**config.mk**
```make
export PLATFORM = sky130hd
export DESIGN_NAME = dominant_page_format_select_unit_flat
export DESIGN_NICKNAME = d
export VERILOG_FILES = /design/src/sv/dpfs_pkg.sv /design/src/sv/dpfs_stream_if.sv /design/src/sv/dpfs_datapath.sv /design/src/sv/dpfs_ctrl.sv /design/src/sv/dominant_page_format_select_unit.sv /design/src/flat_wrapper.sv
export VERILOG_INCLUDE_DIRS = /design/src /design/src/sv
export SDC_FILE = /design/constraint.sdc
export NUM_CORES = 2
export LEC_CHECK = 0
export BUFFER_PORTS_ARGS = -buffer_cell sky130_fd_sc_hd__clkbuf_2
export CORE_MARGIN = 4
export CORE_UTILIZATION = 30
export CTS_BUF_LIST = sky130_fd_sc_hd__clkbuf_8 sky130_fd_sc_hd__clkbuf_16
export DETAILED_ROUTE_END_ITERATION = 16
export PLACE_DENSITY_LB_ADDON = 0.2
export SYNTH_ARGS = -nofsm -noshare
export SYNTH_HDL_FRONTEND = slang
export SYNTH_SLANG_ARGS = --single-unit
```
**constraint.sdc**
```tcl
create_clock -name clk -period 17.21 [get_ports clk]
set_input_delay 0.8605 -clock clk [delete_from_list [all_inputs] [get_ports clk]]
set_output_delay 0.8605 -clock clk [all_outputs]
set_load 0.005 [all_outputs]
```
**src/sv/dominant_page_format_select_unit_macros.svh**
```systemverilog
// ----------------------------------------------------------------------------
// Assertion macros for the dominant page format select unit
// Immediate-consequence and next-cycle property checks, removed for synthesis.
// ----------------------------------------------------------------------------
`ifndef DOMINANT_PAGE_FORMAT_SELECT_UNIT_MACROS_SVH
`define DOMINANT_PAGE_FORMAT_SELECT_UNIT_MACROS_SVH

`ifndef SYNTH
// The consequent must hold in the same cycle as the antecedent.
`define DPFS_ASSERT_IMPLIES(label, clk, rst_n, ante, cons) \
	label: assert property (@(posedge clk) disable iff (!(rst_n)) (ante) |-> (cons)) \
		else $error("dpfs: same-cycle check failed");
// The consequent must hold in the cycle after the antecedent.
`define DPFS_ASSERT_NEXT(label, clk, rst_n, ante, cons) \
	label: assert property (@(posedge clk) disable iff (!(rst_n)) (ante) |=> (cons)) \
		else $error("dpfs: next-cycle check failed");
`else
`define DPFS_ASSERT_IMPLIES(label, clk, rst_n, ante, cons)
`define DPFS_ASSERT_NEXT(label, clk, rst_n, ante, cons)
`endif

`endif

```
**src/sv/dpfs_pkg.sv**
```systemverilog
// ----------------------------------------------------------------------------
// Dominant page format select package
// Shared constants, result codes and the controller/datapath handshake types.
// ----------------------------------------------------------------------------
package dpfs_pkg;

	// Default table geometry.
	localparam int MAX_FORMATS_DEF = 16;
	localparam int COUNT_BITS_DEF  = 20;

	// Field widths.
	localparam int SIZE_W   = 31;
	localparam int CHOSEN_W = 2;
	localparam int HALF_W   = 16;
	localparam int PLO_W    = HALF_W + SIZE_W;
	localparam int PHI_W    = (SIZE_W - HALF_W) + SIZE_W;
	localparam int AREA_W   = 2 * SIZE_W;
	localparam int RATIO_W  = SIZE_W + 6;

	// Ratio bounds as integer fractions over RATIO_DEN.
	localparam int RATIO_DEN    = 25;
	localparam int RATIO_LO_MIN = 14;
	localparam int RATIO_LO_MAX = 21;
	localparam int RATIO_HI_MIN = 28;
	localparam int RATIO_HI_MAX = 42;

	// Codes for how the slot size was chosen.
	localparam logic [CHOSEN_W-1:0] CHOSEN_FREQUENT     = 2'd0;
	localparam logic [CHOSEN_W-1:0] CHOSEN_PROPORTIONAL = 2'd1;
	localparam logic [CHOSEN_W-1:0] CHOSEN_FIRST        = 2'd2;

	// Commands from the controller to the datapath.
	typedef struct packed {
		logic take;
		logic idx_clr;
		logic idx_inc;
		logic rd_en;
		logic wr_hit;
		logic wr_new;
		logic ovf_set;
		logic sel_init;
		logic freq_chk;
		logic prop_lo;
		logic prop_hi;
		logic prop_cmp;
		logic emit;
	} cmd_t;

	// Status from the datapath to the controller.
	typedef struct packed {
		logic page_valid;
		logic last;
		logic idx_end;
		logic hit;
		logic full;
		logic found;
		logic out_free;
	} stat_t;

endpackage

```
**src/sv/dpfs_stream_if.sv**
```systemverilog
// ----------------------------------------------------------------------------
// Dominant page format select stream interfaces
// Valid/ready channels for page words in and slot words out.
// ----------------------------------------------------------------------------

// Page size channel.
interface dpfs_page_if;
	logic                         valid;
	logic                         ready;
	logic [dpfs_pkg::SIZE_W-1:0]  page_height;
	logic [dpfs_pkg::SIZE_W-1:0]  page_width;
	logic                         last_page;

	modport source(output valid, output page_height, output page_width,
		output last_page, input ready);
	modport sink(input valid, input page_height, input page_width,
		input last_page, output ready);
endinterface

// Chosen slot channel.
interface dpfs_slot_if;
	logic                           valid;
	logic                           ready;
	logic [dpfs_pkg::SIZE_W-1:0]    slot_height;
	logic [dpfs_pkg::SIZE_W-1:0]    slot_width;
	logic [dpfs_pkg::CHOSEN_W-1:0]  chosen_by;
	logic                           table_overflow;

	modport source(output valid, output slot_height, output slot_width,
		output chosen_by, output table_overflow, input ready);
	modport sink(input valid, input slot_height, input slot_width,
		input chosen_by, input table_overflow, output ready);
endinterface

```
**src/sv/dpfs_datapath.sv**
```systemverilog
// ----------------------------------------------------------------------------
// Dominant page format select datapath
// Format table memory, match and selection registers, area multiplier and
// the registered slot word output.
// ----------------------------------------------------------------------------
`include "dominant_page_format_select_unit_macros.svh"

module dpfs_datapath #(
	parameter int MAX_FORMATS = dpfs_pkg::MAX_FORMATS_DEF,
	parameter int COUNT_BITS  = dpfs_pkg::COUNT_BITS_DEF
) (
	input  logic              clk,
	input  logic              arst_n,
	dpfs_page_if.sink         page,
	dpfs_slot_if.source       slot,
	input  dpfs_pkg::cmd_t    cmd,
	output dpfs_pkg::stat_t   stat
);

	localparam int SW      = dpfs_pkg::SIZE_W;
	localparam int CNT_W   = $clog2(MAX_FORMATS + 1);
	localparam int IDX_W   = (MAX_FORMATS > 1) ? $clog2(MAX_FORMATS) : 1;
	localparam int ENTRY_W = 2 * SW + COUNT_BITS;

	// Page word held for the whole scan.
	logic [SW-1:0] h_q;
	logic [SW-1:0] w_q;
	logic          last_q;

	// Table control.
	logic [CNT_W-1:0] used_q;
	logic [CNT_W-1:0] idx_q;
	logic             ovf_q;

	// Table memory and its registered read word.
	logic [ENTRY_W-1:0] mem_q [MAX_FORMATS];
	logic [ENTRY_W-1:0] rd_q;
	logic               we;
	logic [IDX_W-1:0]   waddr;
	logic [ENTRY_W-1:0] wdata;

	logic [SW-1:0]         rd_h;
	logic [SW-1:0]         rd_w;
	logic [COUNT_BITS-1:0] rd_cnt;
	logic [COUNT_BITS-1:0] cnt_inc;

	// Selection state.
	logic [COUNT_BITS-1:0]            best_cnt_q;
	logic [dpfs_pkg::AREA_W-1:0]      best_area_q;
	logic [SW-1:0]                    pick_h_q;
	logic [SW-1:0]                    pick_w_q;
	logic [dpfs_pkg::CHOSEN_W-1:0]    how_q;
	logic                             found_q;

	// Proportion test and split area product.
	logic [dpfs_pkg::RATIO_W-1:0] h25;
	logic [dpfs_pkg::RATIO_W-1:0] w_lo_min;
	logic [dpfs_pkg::RATIO_W-1:0] w_lo_max;
	logic [dpfs_pkg::RATIO_W-1:0] w_hi_min;
	logic [dpfs_pkg::RATIO_W-1:0] w_hi_max;
	logic                         prop;
	logic                         prop_q;
	logic [dpfs_pkg::PLO_W-1:0]   prod_lo;
	logic [dpfs_pkg::PHI_W-1:0]   prod_hi;
	logic [dpfs_pkg::PLO_W-1:0]   prod_lo_q;
	logic [dpfs_pkg::PHI_W-1:0]   prod_hi_q;
	logic [dpfs_pkg::AREA_W-1:0]  area;

	// Output word register.
	logic                           out_valid_q;
	logic [SW-1:0]                  out_h_q;
	logic [SW-1:0]                  out_w_q;
	logic [dpfs_pkg::CHOSEN_W-1:0]  out_how_q;
	logic                           out_ovf_q;

	logic load_in;

	// Read word fields.
	assign rd_h    = rd_q[ENTRY_W-1 -: SW];
	assign rd_w    = rd_q[COUNT_BITS + SW - 1 -: SW];
	assign rd_cnt  = rd_q[COUNT_BITS-1:0];
	assign cnt_inc = (rd_cnt == '1) ? rd_cnt : rd_cnt + COUNT_BITS'(1);

	// Input handshake.
	assign page.ready = cmd.take;
	assign load_in    = cmd.take && page.valid;

	always_ff @(posedge clk) begin
		if (load_in) begin
			h_q    <= page.page_height;
			w_q    <= page.page_width;
			last_q <= page.last_page;
		end
	end

	// Table write port: a count update at the scan index or a new entry at the fill point.
	assign we    = cmd.wr_hit || cmd.wr_new;
	assign waddr = cmd.wr_new ? used_q[IDX_W-1:0] : idx_q[IDX_W-1:0];
	assign wdata = cmd.wr_new ? {h_q, w_q, COUNT_BITS'(1)} : {rd_h, rd_w, cnt_inc};

	always_ff @(posedge clk) begin
		if (we) begin
			mem_q[waddr] <= wdata;
		end
		if (cmd.rd_en) begin
			rd_q <= mem_q[idx_q[IDX_W-1:0]];
		end
	end

	// Scan index, fill count and sticky overflow flag.
	always_ff @(posedge clk or negedge arst_n) begin
		if (!arst_n) begin
			idx_q  <= '0;
			used_q <= '0;
			ovf_q  <= 1'b0;
		end else begin
			if (cmd.idx_clr || cmd.sel_init) begin
				idx_q <= '0;
			end else if (cmd.idx_inc) begin
				idx_q <= idx_q + CNT_W'(1);
			end
			if (cmd.emit) begin
				used_q <= '0;
				ovf_q  <= 1'b0;
			end else begin
				if (cmd.wr_new) begin
					used_q <= used_q + CNT_W'(1);
				end
				if (cmd.ovf_set) begin
					ovf_q <= 1'b1;
				end
			end
		end
	end

	// Ratio window test by cross multiplication with small constants.
	assign h25      = dpfs_pkg::RATIO_W'(rd_h) * dpfs_pkg::RATIO_W'(dpfs_pkg::RATIO_DEN);
	assign w_lo_min = dpfs_pkg::RATIO_W'(rd_w) * dpfs_pkg::RATIO_W'(dpfs_pkg::RATIO_LO_MIN);
	assign w_lo_max = dpfs_pkg::RATIO_W'(rd_w) * dpfs_pkg::RATIO_W'(dpfs_pkg::RATIO_LO_MAX);
	assign w_hi_min = dpfs_pkg::RATIO_W'(rd_w) * dpfs_pkg::RATIO_W'(dpfs_pkg::RATIO_HI_MIN);
	assign w_hi_max = dpfs_pkg::RATIO_W'(rd_w) * dpfs_pkg::RATIO_W'(dpfs_pkg::RATIO_HI_MAX);
	assign prop     = ((h25 >= w_lo_min) && (h25 <= w_lo_max)) ||
		((h25 >= w_hi_min) && (h25 <= w_hi_max));

	// Area in two halves of the height, one partial product per cycle.
	assign prod_lo = rd_h[dpfs_pkg::HALF_W-1:0] * rd_w;
	assign prod_hi = rd_h[SW-1:dpfs_pkg::HALF_W] * rd_w;
	assign area    = dpfs_pkg::AREA_W'(prod_lo_q) + {prod_hi_q, dpfs_pkg::HALF_W'(0)};

	always_ff @(posedge clk) begin
		if (cmd.prop_lo) begin
			prop_q    <= prop;
			prod_lo_q <= prod_lo;
		end
		if (cmd.prop_hi) begin
			prod_hi_q <= prod_hi;
		end
	end

	// Selection: most frequent pass, then largest proportional pass.
	// Entry 0 is always captured so it stands as the fallback.
	always_ff @(posedge clk or negedge arst_n) begin
		if (!arst_n) begin
			found_q <= 1'b0;
		end else if (cmd.sel_init) begin
			found_q <= 1'b0;
		end else if (cmd.freq_chk && (rd_cnt > best_cnt_q)) begin
			found_q <= 1'b1;
		end else if (cmd.prop_cmp && prop_q && (area > best_area_q)) begin
			found_q <= 1'b1;
		end
	end

	always_ff @(posedge clk) begin
		if (cmd.sel_init) begin
			best_cnt_q  <= COUNT_BITS'(1);
			best_area_q <= '0;
		end else if (cmd.freq_chk) begin
			if (rd_cnt > best_cnt_q) begin
				best_cnt_q <= rd_cnt;
				how_q      <= dpfs_pkg::CHOSEN_FREQUENT;
			end
			if ((rd_cnt > best_cnt_q) || (idx_q == '0)) begin
				pick_h_q <= rd_h;
				pick_w_q <= rd_w;
			end
		end else if (cmd.prop_cmp && prop_q && (area > best_area_q)) begin
			best_area_q <= area;
			how_q       <= dpfs_pkg::CHOSEN_PROPORTIONAL;
			pick_h_q    <= rd_h;
			pick_w_q    <= rd_w;
		end
	end

	// Output word register.
	always_ff @(posedge clk or negedge arst_n) begin
		if (!arst_n) begin
			out_valid_q <= 1'b0;
		end else if (cmd.emit) begin
			out_valid_q <= 1'b1;
		end else if (slot.ready) begin
			out_valid_q <= 1'b0;
		end
	end

	always_ff @(posedge clk) begin
		if (cmd.emit) begin
			out_h_q   <= pick_h_q;
			out_w_q   <= pick_w_q;
			out_how_q <= found_q ? how_q : dpfs_pkg::CHOSEN_FIRST;
			out_ovf_q <= ovf_q;
		end
	end

	assign slot.valid          = out_valid_q;
	assign slot.slot_height    = out_h_q;
	assign slot.slot_width     = out_w_q;
	assign slot.chosen_by      = out_how_q;
	assign slot.table_overflow = out_ovf_q;

	// Status to the controller.
	assign stat.page_valid = page.valid;
	assign stat.last       = last_q;
	assign stat.idx_end    = (idx_q == used_q);
	assign stat.hit        = (rd_h == h_q) && (rd_w == w_q);
	assign stat.full       = (used_q == CNT_W'(MAX_FORMATS));
	assign stat.found      = found_q;
	assign stat.out_free   = !out_valid_q || slot.ready;

	// Checks.
	`DPFS_ASSERT_IMPLIES(a_used_range, clk, arst_n, 1'b1, used_q <= CNT_W'(MAX_FORMATS))
	`DPFS_ASSERT_IMPLIES(a_no_append_full, clk, arst_n, cmd.wr_new, used_q < CNT_W'(MAX_FORMATS))
	`DPFS_ASSERT_NEXT(a_clear_after_emit, clk, arst_n, cmd.emit, (used_q == '0) && !ovf_q)

endmodule

```
**src/sv/dpfs_ctrl.sv**
```systemverilog
// ----------------------------------------------------------------------------
// Dominant page format select controller
// Sequences the table match scan, the two selection passes and the result.
// ----------------------------------------------------------------------------
`include "dominant_page_format_select_unit_macros.svh"

module dpfs_ctrl (
	input  logic             clk,
	input  logic             arst_n,
	input  dpfs_pkg::stat_t  stat,
	output dpfs_pkg::cmd_t   cmd
);

	typedef enum logic [9:0] {
		ST_IDLE      = 10'b00_0000_0001,
		ST_MATCH_RD  = 10'b00_0000_0010,
		ST_MATCH_CHK = 10'b00_0000_0100,
		ST_FREQ_RD   = 10'b00_0000_1000,
		ST_FREQ_CHK  = 10'b00_0001_0000,
		ST_PROP_RD   = 10'b00_0010_0000,
		ST_PROP_LO   = 10'b00_0100_0000,
		ST_PROP_HI   = 10'b00_1000_0000,
		ST_PROP_CMP  = 10'b01_0000_0000,
		ST_EMIT      = 10'b10_0000_0000
	} state_t;

	state_t state_q;
	state_t state_d;

	// Next state and commands.
	always_comb begin
		cmd     = '0;
		state_d = state_q;
		unique case (state_q)
			ST_IDLE: begin
				cmd.take = 1'b1;
				if (stat.page_valid) begin
					cmd.idx_clr = 1'b1;
					state_d     = ST_MATCH_RD;
				end
			end
			ST_MATCH_RD: begin
				if (stat.idx_end) begin
					// No stored format matched: append or drop.
					if (stat.full) begin
						cmd.ovf_set = 1'b1;
					end else begin
						cmd.wr_new = 1'b1;
					end
					if (stat.last) begin
						cmd.sel_init = 1'b1;
						state_d      = ST_FREQ_RD;
					end else begin
						state_d = ST_IDLE;
					end
				end else begin
					cmd.rd_en = 1'b1;
					state_d   = ST_MATCH_CHK;
				end
			end
			ST_MATCH_CHK: begin
				if (stat.hit) begin
					cmd.wr_hit = 1'b1;
					if (stat.last) begin
						cmd.sel_init = 1'b1;
						state_d      = ST_FREQ_RD;
					end else begin
						state_d = ST_IDLE;
					end
				end else begin
					cmd.idx_inc = 1'b1;
					state_d     = ST_MATCH_RD;
				end
			end
			ST_FREQ_RD: begin
				if (stat.idx_end) begin
					if (stat.found) begin
						state_d = ST_EMIT;
					end else begin
						cmd.idx_clr = 1'b1;
						state_d     = ST_PROP_RD;
					end
				end else begin
					cmd.rd_en = 1'b1;
					state_d   = ST_FREQ_CHK;
				end
			end
			ST_FREQ_CHK: begin
				cmd.freq_chk = 1'b1;
				cmd.idx_inc  = 1'b1;
				state_d      = ST_FREQ_RD;
			end
			ST_PROP_RD: begin
				if (stat.idx_end) begin
					state_d = ST_EMIT;
				end else begin
					cmd.rd_en = 1'b1;
					state_d   = ST_PROP_LO;
				end
			end
			ST_PROP_LO: begin
				cmd.prop_lo = 1'b1;
				state_d     = ST_PROP_HI;
			end
			ST_PROP_HI: begin
				cmd.prop_hi = 1'b1;
				state_d     = ST_PROP_CMP;
			end
			ST_PROP_CMP: begin
				cmd.prop_cmp = 1'b1;
				cmd.idx_inc  = 1'b1;
				state_d      = ST_PROP_RD;
			end
			ST_EMIT: begin
				// Wait for the output register to free up.
				if (stat.out_free) begin
					cmd.emit = 1'b1;
					state_d  = ST_IDLE;
				end
			end
			default: begin
				state_d = ST_IDLE;
			end
		endcase
	end

	// State register.
	always_ff @(posedge clk or negedge arst_n) begin
		if (!arst_n) begin
			state_q <= ST_IDLE;
		end else begin
			state_q <= state_d;
		end
	end

	// Checks.
	`DPFS_ASSERT_IMPLIES(a_emit_free, clk, arst_n, cmd.emit, stat.out_free)
	`DPFS_ASSERT_IMPLIES(a_read_in_range, clk, arst_n, cmd.rd_en, !stat.idx_end)
	`DPFS_ASSERT_NEXT(a_idle_after_emit, clk, arst_n, cmd.emit, cmd.take)

endmodule

```
**src/sv/dominant_page_format_select_unit.sv**
```systemverilog
// One page at a time: a page that is not the last is scanned against the stored
// entries until it matches one or, when it is new, is appended or dropped if full.
// A last page adds a frequency pass, a proportional pass when no format repeats,
// and the load of the slot word; that load waits while the previous slot word is
// unaccepted.
// Reset clears the fill count, the overflow flag, the controller and the output valid flag.
// ----------------------------------------------------------------------------
// Dominant page format select unit
// Counts distinct page formats and picks the slot size on the last page.
// ----------------------------------------------------------------------------
module dominant_page_format_select_unit #(
	parameter int MAX_FORMATS = dpfs_pkg::MAX_FORMATS_DEF,
	parameter int COUNT_BITS  = dpfs_pkg::COUNT_BITS_DEF
) (
	input  logic          clk,
	input  logic          arst_n,
	dpfs_page_if.sink     page,
	dpfs_slot_if.source   slot
);

	dpfs_pkg::cmd_t  cmd;
	dpfs_pkg::stat_t stat;

	// Sequencer.
	dpfs_ctrl u_ctrl (
		.clk    (clk),
		.arst_n (arst_n),
		.stat   (stat),
		.cmd    (cmd)
	);

	// Table, selection and output register.
	dpfs_datapath #(
		.MAX_FORMATS (MAX_FORMATS),
		.COUNT_BITS  (COUNT_BITS)
	) u_datapath (
		.clk    (clk),
		.arst_n (arst_n),
		.page   (page),
		.slot   (slot),
		.cmd    (cmd),
		.stat   (stat)
	);

endmodule
```
**src/flat_wrapper.sv**
```systemverilog
// flat-port wrapper written by rule: the top's interface ports become plain ports
module dominant_page_format_select_unit_flat 
#(
	parameter int MAX_FORMATS = dpfs_pkg::MAX_FORMATS_DEF,
	parameter int COUNT_BITS  = dpfs_pkg::COUNT_BITS_DEF
)
  (clk, arst_n, page_valid, page_page_height, page_page_width, page_last_page, page_ready, slot_valid, slot_slot_height, slot_slot_width, slot_chosen_by, slot_table_overflow, slot_ready);
  dpfs_page_if page_i ();
  dpfs_slot_if slot_i ();
  input  logic clk;
  input  logic arst_n;
  input wire logic [$bits(page_i.valid)-1:0] page_valid;
  input wire logic [$bits(page_i.page_height)-1:0] page_page_height;
  input wire logic [$bits(page_i.page_width)-1:0] page_page_width;
  input wire logic [$bits(page_i.last_page)-1:0] page_last_page;
  output wire logic [$bits(page_i.ready)-1:0] page_ready;
  output wire logic [$bits(slot_i.valid)-1:0] slot_valid;
  output wire logic [$bits(slot_i.slot_height)-1:0] slot_slot_height;
  output wire logic [$bits(slot_i.slot_width)-1:0] slot_slot_width;
  output wire logic [$bits(slot_i.chosen_by)-1:0] slot_chosen_by;
  output wire logic [$bits(slot_i.table_overflow)-1:0] slot_table_overflow;
  input wire logic [$bits(slot_i.ready)-1:0] slot_ready;
  assign page_i.valid = page_valid;
  assign page_i.page_height = page_page_height;
  assign page_i.page_width = page_page_width;
  assign page_i.last_page = page_last_page;
  assign page_ready = page_i.ready;
  assign slot_valid = slot_i.valid;
  assign slot_slot_height = slot_i.slot_height;
  assign slot_slot_width = slot_i.slot_width;
  assign slot_chosen_by = slot_i.chosen_by;
  assign slot_table_overflow = slot_i.table_overflow;
  assign slot_i.ready = slot_ready;
  dominant_page_format_select_unit #(.MAX_FORMATS(MAX_FORMATS), .COUNT_BITS(COUNT_BITS)) u_core (.clk(clk), .arst_n(arst_n), .page(page_i), .slot(slot_i));
endmodule
```
==> qor.csv <==
metric,value,unit
grt.total_usage,18.3,%
syn_avg_cell_area,13.2,µm²
routed_wirelength,353,mm
num_rows,224,
drive_gt1_share,12.5,%
fp.dieH,619,µm
synth_fa_ha_area_share,23.4,%
r2r-end,u_core.u_datapath.prop_q,
clk_pin_slew,70,ps
tightestPinTransition,1460,ps
final_common_cell,edfxtp_1,
first_global_vias,73985,
post-route-drc-count,0,
worst-r2r-setup-slack,9080,ps
ys_warn_count,0,
cap_viol_max_count,0,
max_slew_margin,2.04,%
r2r_start,u_core.u_datapath.rd_q[58],
numCtsBuffers,200,
yosysTopAreaCell,edfxtp_1,
cp_max_fo,35,
area_delta_synth_final,12.0,%
avgViaCountPerCell,5.07,
fmax,0.123,GHz
drtAntennaViolNets,0,
cts_tree,built,
rsz0062_at_grt,false,
clock_skew,98.4,ps
num_vias,69908,
whs_endpoint,u_core.u_datapath.h_q[11],
cp.arrival,8740,ps
min_path_type,primary input to register,
topRoutingLayerUsed,met5,
htreeDepth,4,
start_util,30.1,%
gp_congestion,0.880,
drt_iter0_drc,5624,
min_path_cells,1,
num_io_pins,134,
synth_edf_count,1679,
synthSimpleGateAreaFrac,8.31,%
hp-start,page_page_height[11],
synthCells,8491,
route.met3.wl,20.3,mm
grt_max_degree,136,
finalCritPeriodShare,47.2,%
yosys-top-cells-area,"edfxtp_1 (45%), fa_1 (15%), mux4_2 (8.2%), ha_1 (8.0%), inv_1 (3.8%)",
numClockSinks,1784,
clk_path_buf_depth,4,
critPathKind,register to register,
slew_violations,0,
synth_nets,10137,
dieArea,0.384,mm²
grt_overflow_total,0,
coreArea,0.372,mm²
nFillCells,36768,
finalHoldViolations,0,
root_buffer,clkbuf_16,
ff2ff_path_depth,24,
synth_top_family_by_area,adder cells,
antenna_found_initial,25,
synth_xor_xnor_area_share,2.16,%
syn_area,0.112,mm²
final_cell_mix,"edfxtp_1 (1,679), inv_1 (1,158), fa_1 (863)",
nets,10300,
start_kind,register,
grt_pass1_wl,517,mm
setup_tns,0,ps
netlist.area_leader.share,45.0,%
first_pass_iters,6,
synthArstFlopShare,1.29,%
io_buffers,133,
wl_met2,168,mm
synth_compound_area_share,5.55,%
die_x,619,µm
ys_ff_latch,1784,
status,"finished, final reports clean",
clkLatencyLatePin,900,ps
timing.final.crit_period,8130,ps
worst_setup_path_end_kind,register,
post-dp-hpwl,229,mm
wl_per_cell,25.6,µm
seq_area_frac_synth,47.0,%
ys.flop_type,edfxtp_1,
met1Wirelength,153,mm
critical_path_required,17820,ps
setup_viol,0,
muxShareOfSynthArea,8.60,%
synth.distinct_cells,102,
routing by layer:
layer  vias up  track usage (%)
met2      2061             30.4
met5         -                0
li1      30090                -
met3       519             2.52
met4        10             5.69
met1     37228             24.9
cells in the mapped netlist, types with 41 or more instances:
cell and count:
nand2b_1 41, xor2_1 86, nand3_1 78, a21oi_1 272
ha_1 716, and2_1 330, nand2_1 857, nor3_1 58
o21ai_0 151, buf_1 45, xnor2_1 191, edfxtp_1 1679
nor2_1 354, mux4_2 410, inv_1 1124, o21a_1 47
a21o_1 188, nand4_1 97, clkbuf_1 280, dfxtp_1 82
fa_1 863
cell type report:
| cell class | count | area [µm²] | share of cell area (%) |
|---|---|---|---|
| antenna | 13 | 32.5 | 0.0259 |
| tap | 4972 | 6220 | 4.95 |
| inverter | 1136 | 4270 | 3.40 |
| clock inverter | 159 | 1240 | 0.988 |
| timing repair buffer | 316 | 2070 | 1.65 |
| clock buffer | 204 | 5070 | 4.04 |
| sequential | 1784 | 52700 | 41.9 |
| multi-input combinational | 5216 | 54000 | 43.0 |
worst max-delay path: stages, from the launching register on:
cell and delay (ps):
edfxtp_1 320, buf_4 570, inv_1 690, fa_1 710, inv_1 40, ha_1 330
o21ai_0 260, o21bai_1 190, a2111oi_4 420, o21ai_1 170, and3_4 210, nor3_4 300
nor3_1 140, or4_1 510, nand3_1 280, ha_1 300, nand4_1 190, nor4_1 80
a2111oi_0 850, o21ai_0 230, a211o_1 340, a31oi_1 180, o21bai_1 120, nor3b_1 220
o32ai_1 130
worst max path at each step:
stage                               start                              end  slack [ps]  cells past startpoint
4_1_cts        u_core.u_datapath.rd_q[53]         u_core.u_datapath.prop_q        9110                     24
3_3_place_gp   u_core.u_datapath.rd_q[60]  u_core.u_datapath.prod_lo_q[38]        9320                     21
5_1_grt        u_core.u_datapath.rd_q[58]         u_core.u_datapath.prop_q        8590                     24
6_report       u_core.u_datapath.rd_q[58]         u_core.u_datapath.prop_q        9080                     24
3_5_place_dp   u_core.u_datapath.rd_q[53]         u_core.u_datapath.prop_q        9140                     24
2_1_floorplan  u_core.u_datapath.rd_q[47]    u_core.u_datapath.mem_q[2][0]        9120                      9
metrics by stage:
step | instance area (µm²) | setup WS [ps] | cells | hold slack, ps | utilization, %
after floorplan | 112000 | 9120 | 8491 | 400 | -
after global routing | 126000 | 8590 | 13796 | 109 | 33.7
after CTS | 126000 | 9110 | 13787 | 88.4 | 33.7
after global placement | 119000 | 9320 | 13423 | 404 | 32.0
final | 126000 | 9080 | 13800 | 151 | 33.7
after detailed placement | 119000 | 9140 | 13423 | 405 | 32.0
sequential cells by signal, summed over array words and instances (netlist names), 10 cells and up:
name and flops:
u_core.u_datapath.mem_q 1312, u_core.u_datapath.prod_hi_q 46, u_core.u_datapath.slot.slot_height 31, u_core.u_datapath.h_q 31, u_core.u_datapath.rd_q 82, u_core.u_datapath.pick_h_q 31, u_core.u_datapath.prod_lo_q 47, u_core.u_datapath.w_q 31
u_core.u_ctrl.state_q 10, u_core.u_datapath.slot.slot_width 31, u_core.u_datapath.best_cnt_q 20, u_core.u_datapath.best_area_q 62, u_core.u_datapath.pick_w_q 31
repair_timing:
action	4_1_cts	5_1_grt
endpoints found under the hold margin	7	0
hold buffers	1	0
resized for setup	0	0
buffers inserted	0	0
cells by family (layout without fill, tap and decap cells):
kind of cell,count (synthesis),count (layout)
other,0,13
buffers and inverters,1491,1815
flip-flops,1784,1784
AO/OA/AOI/OAI,938,938
adder cells (fa/ha/maj),1579,1579
XOR/XNOR,277,277
multiplexers,449,449
AND/OR/NAND/NOR,1973,1973
Power is not shown: default switching activity piles up to over one toggle a cycle in this logic, so the estimate is an artifact.
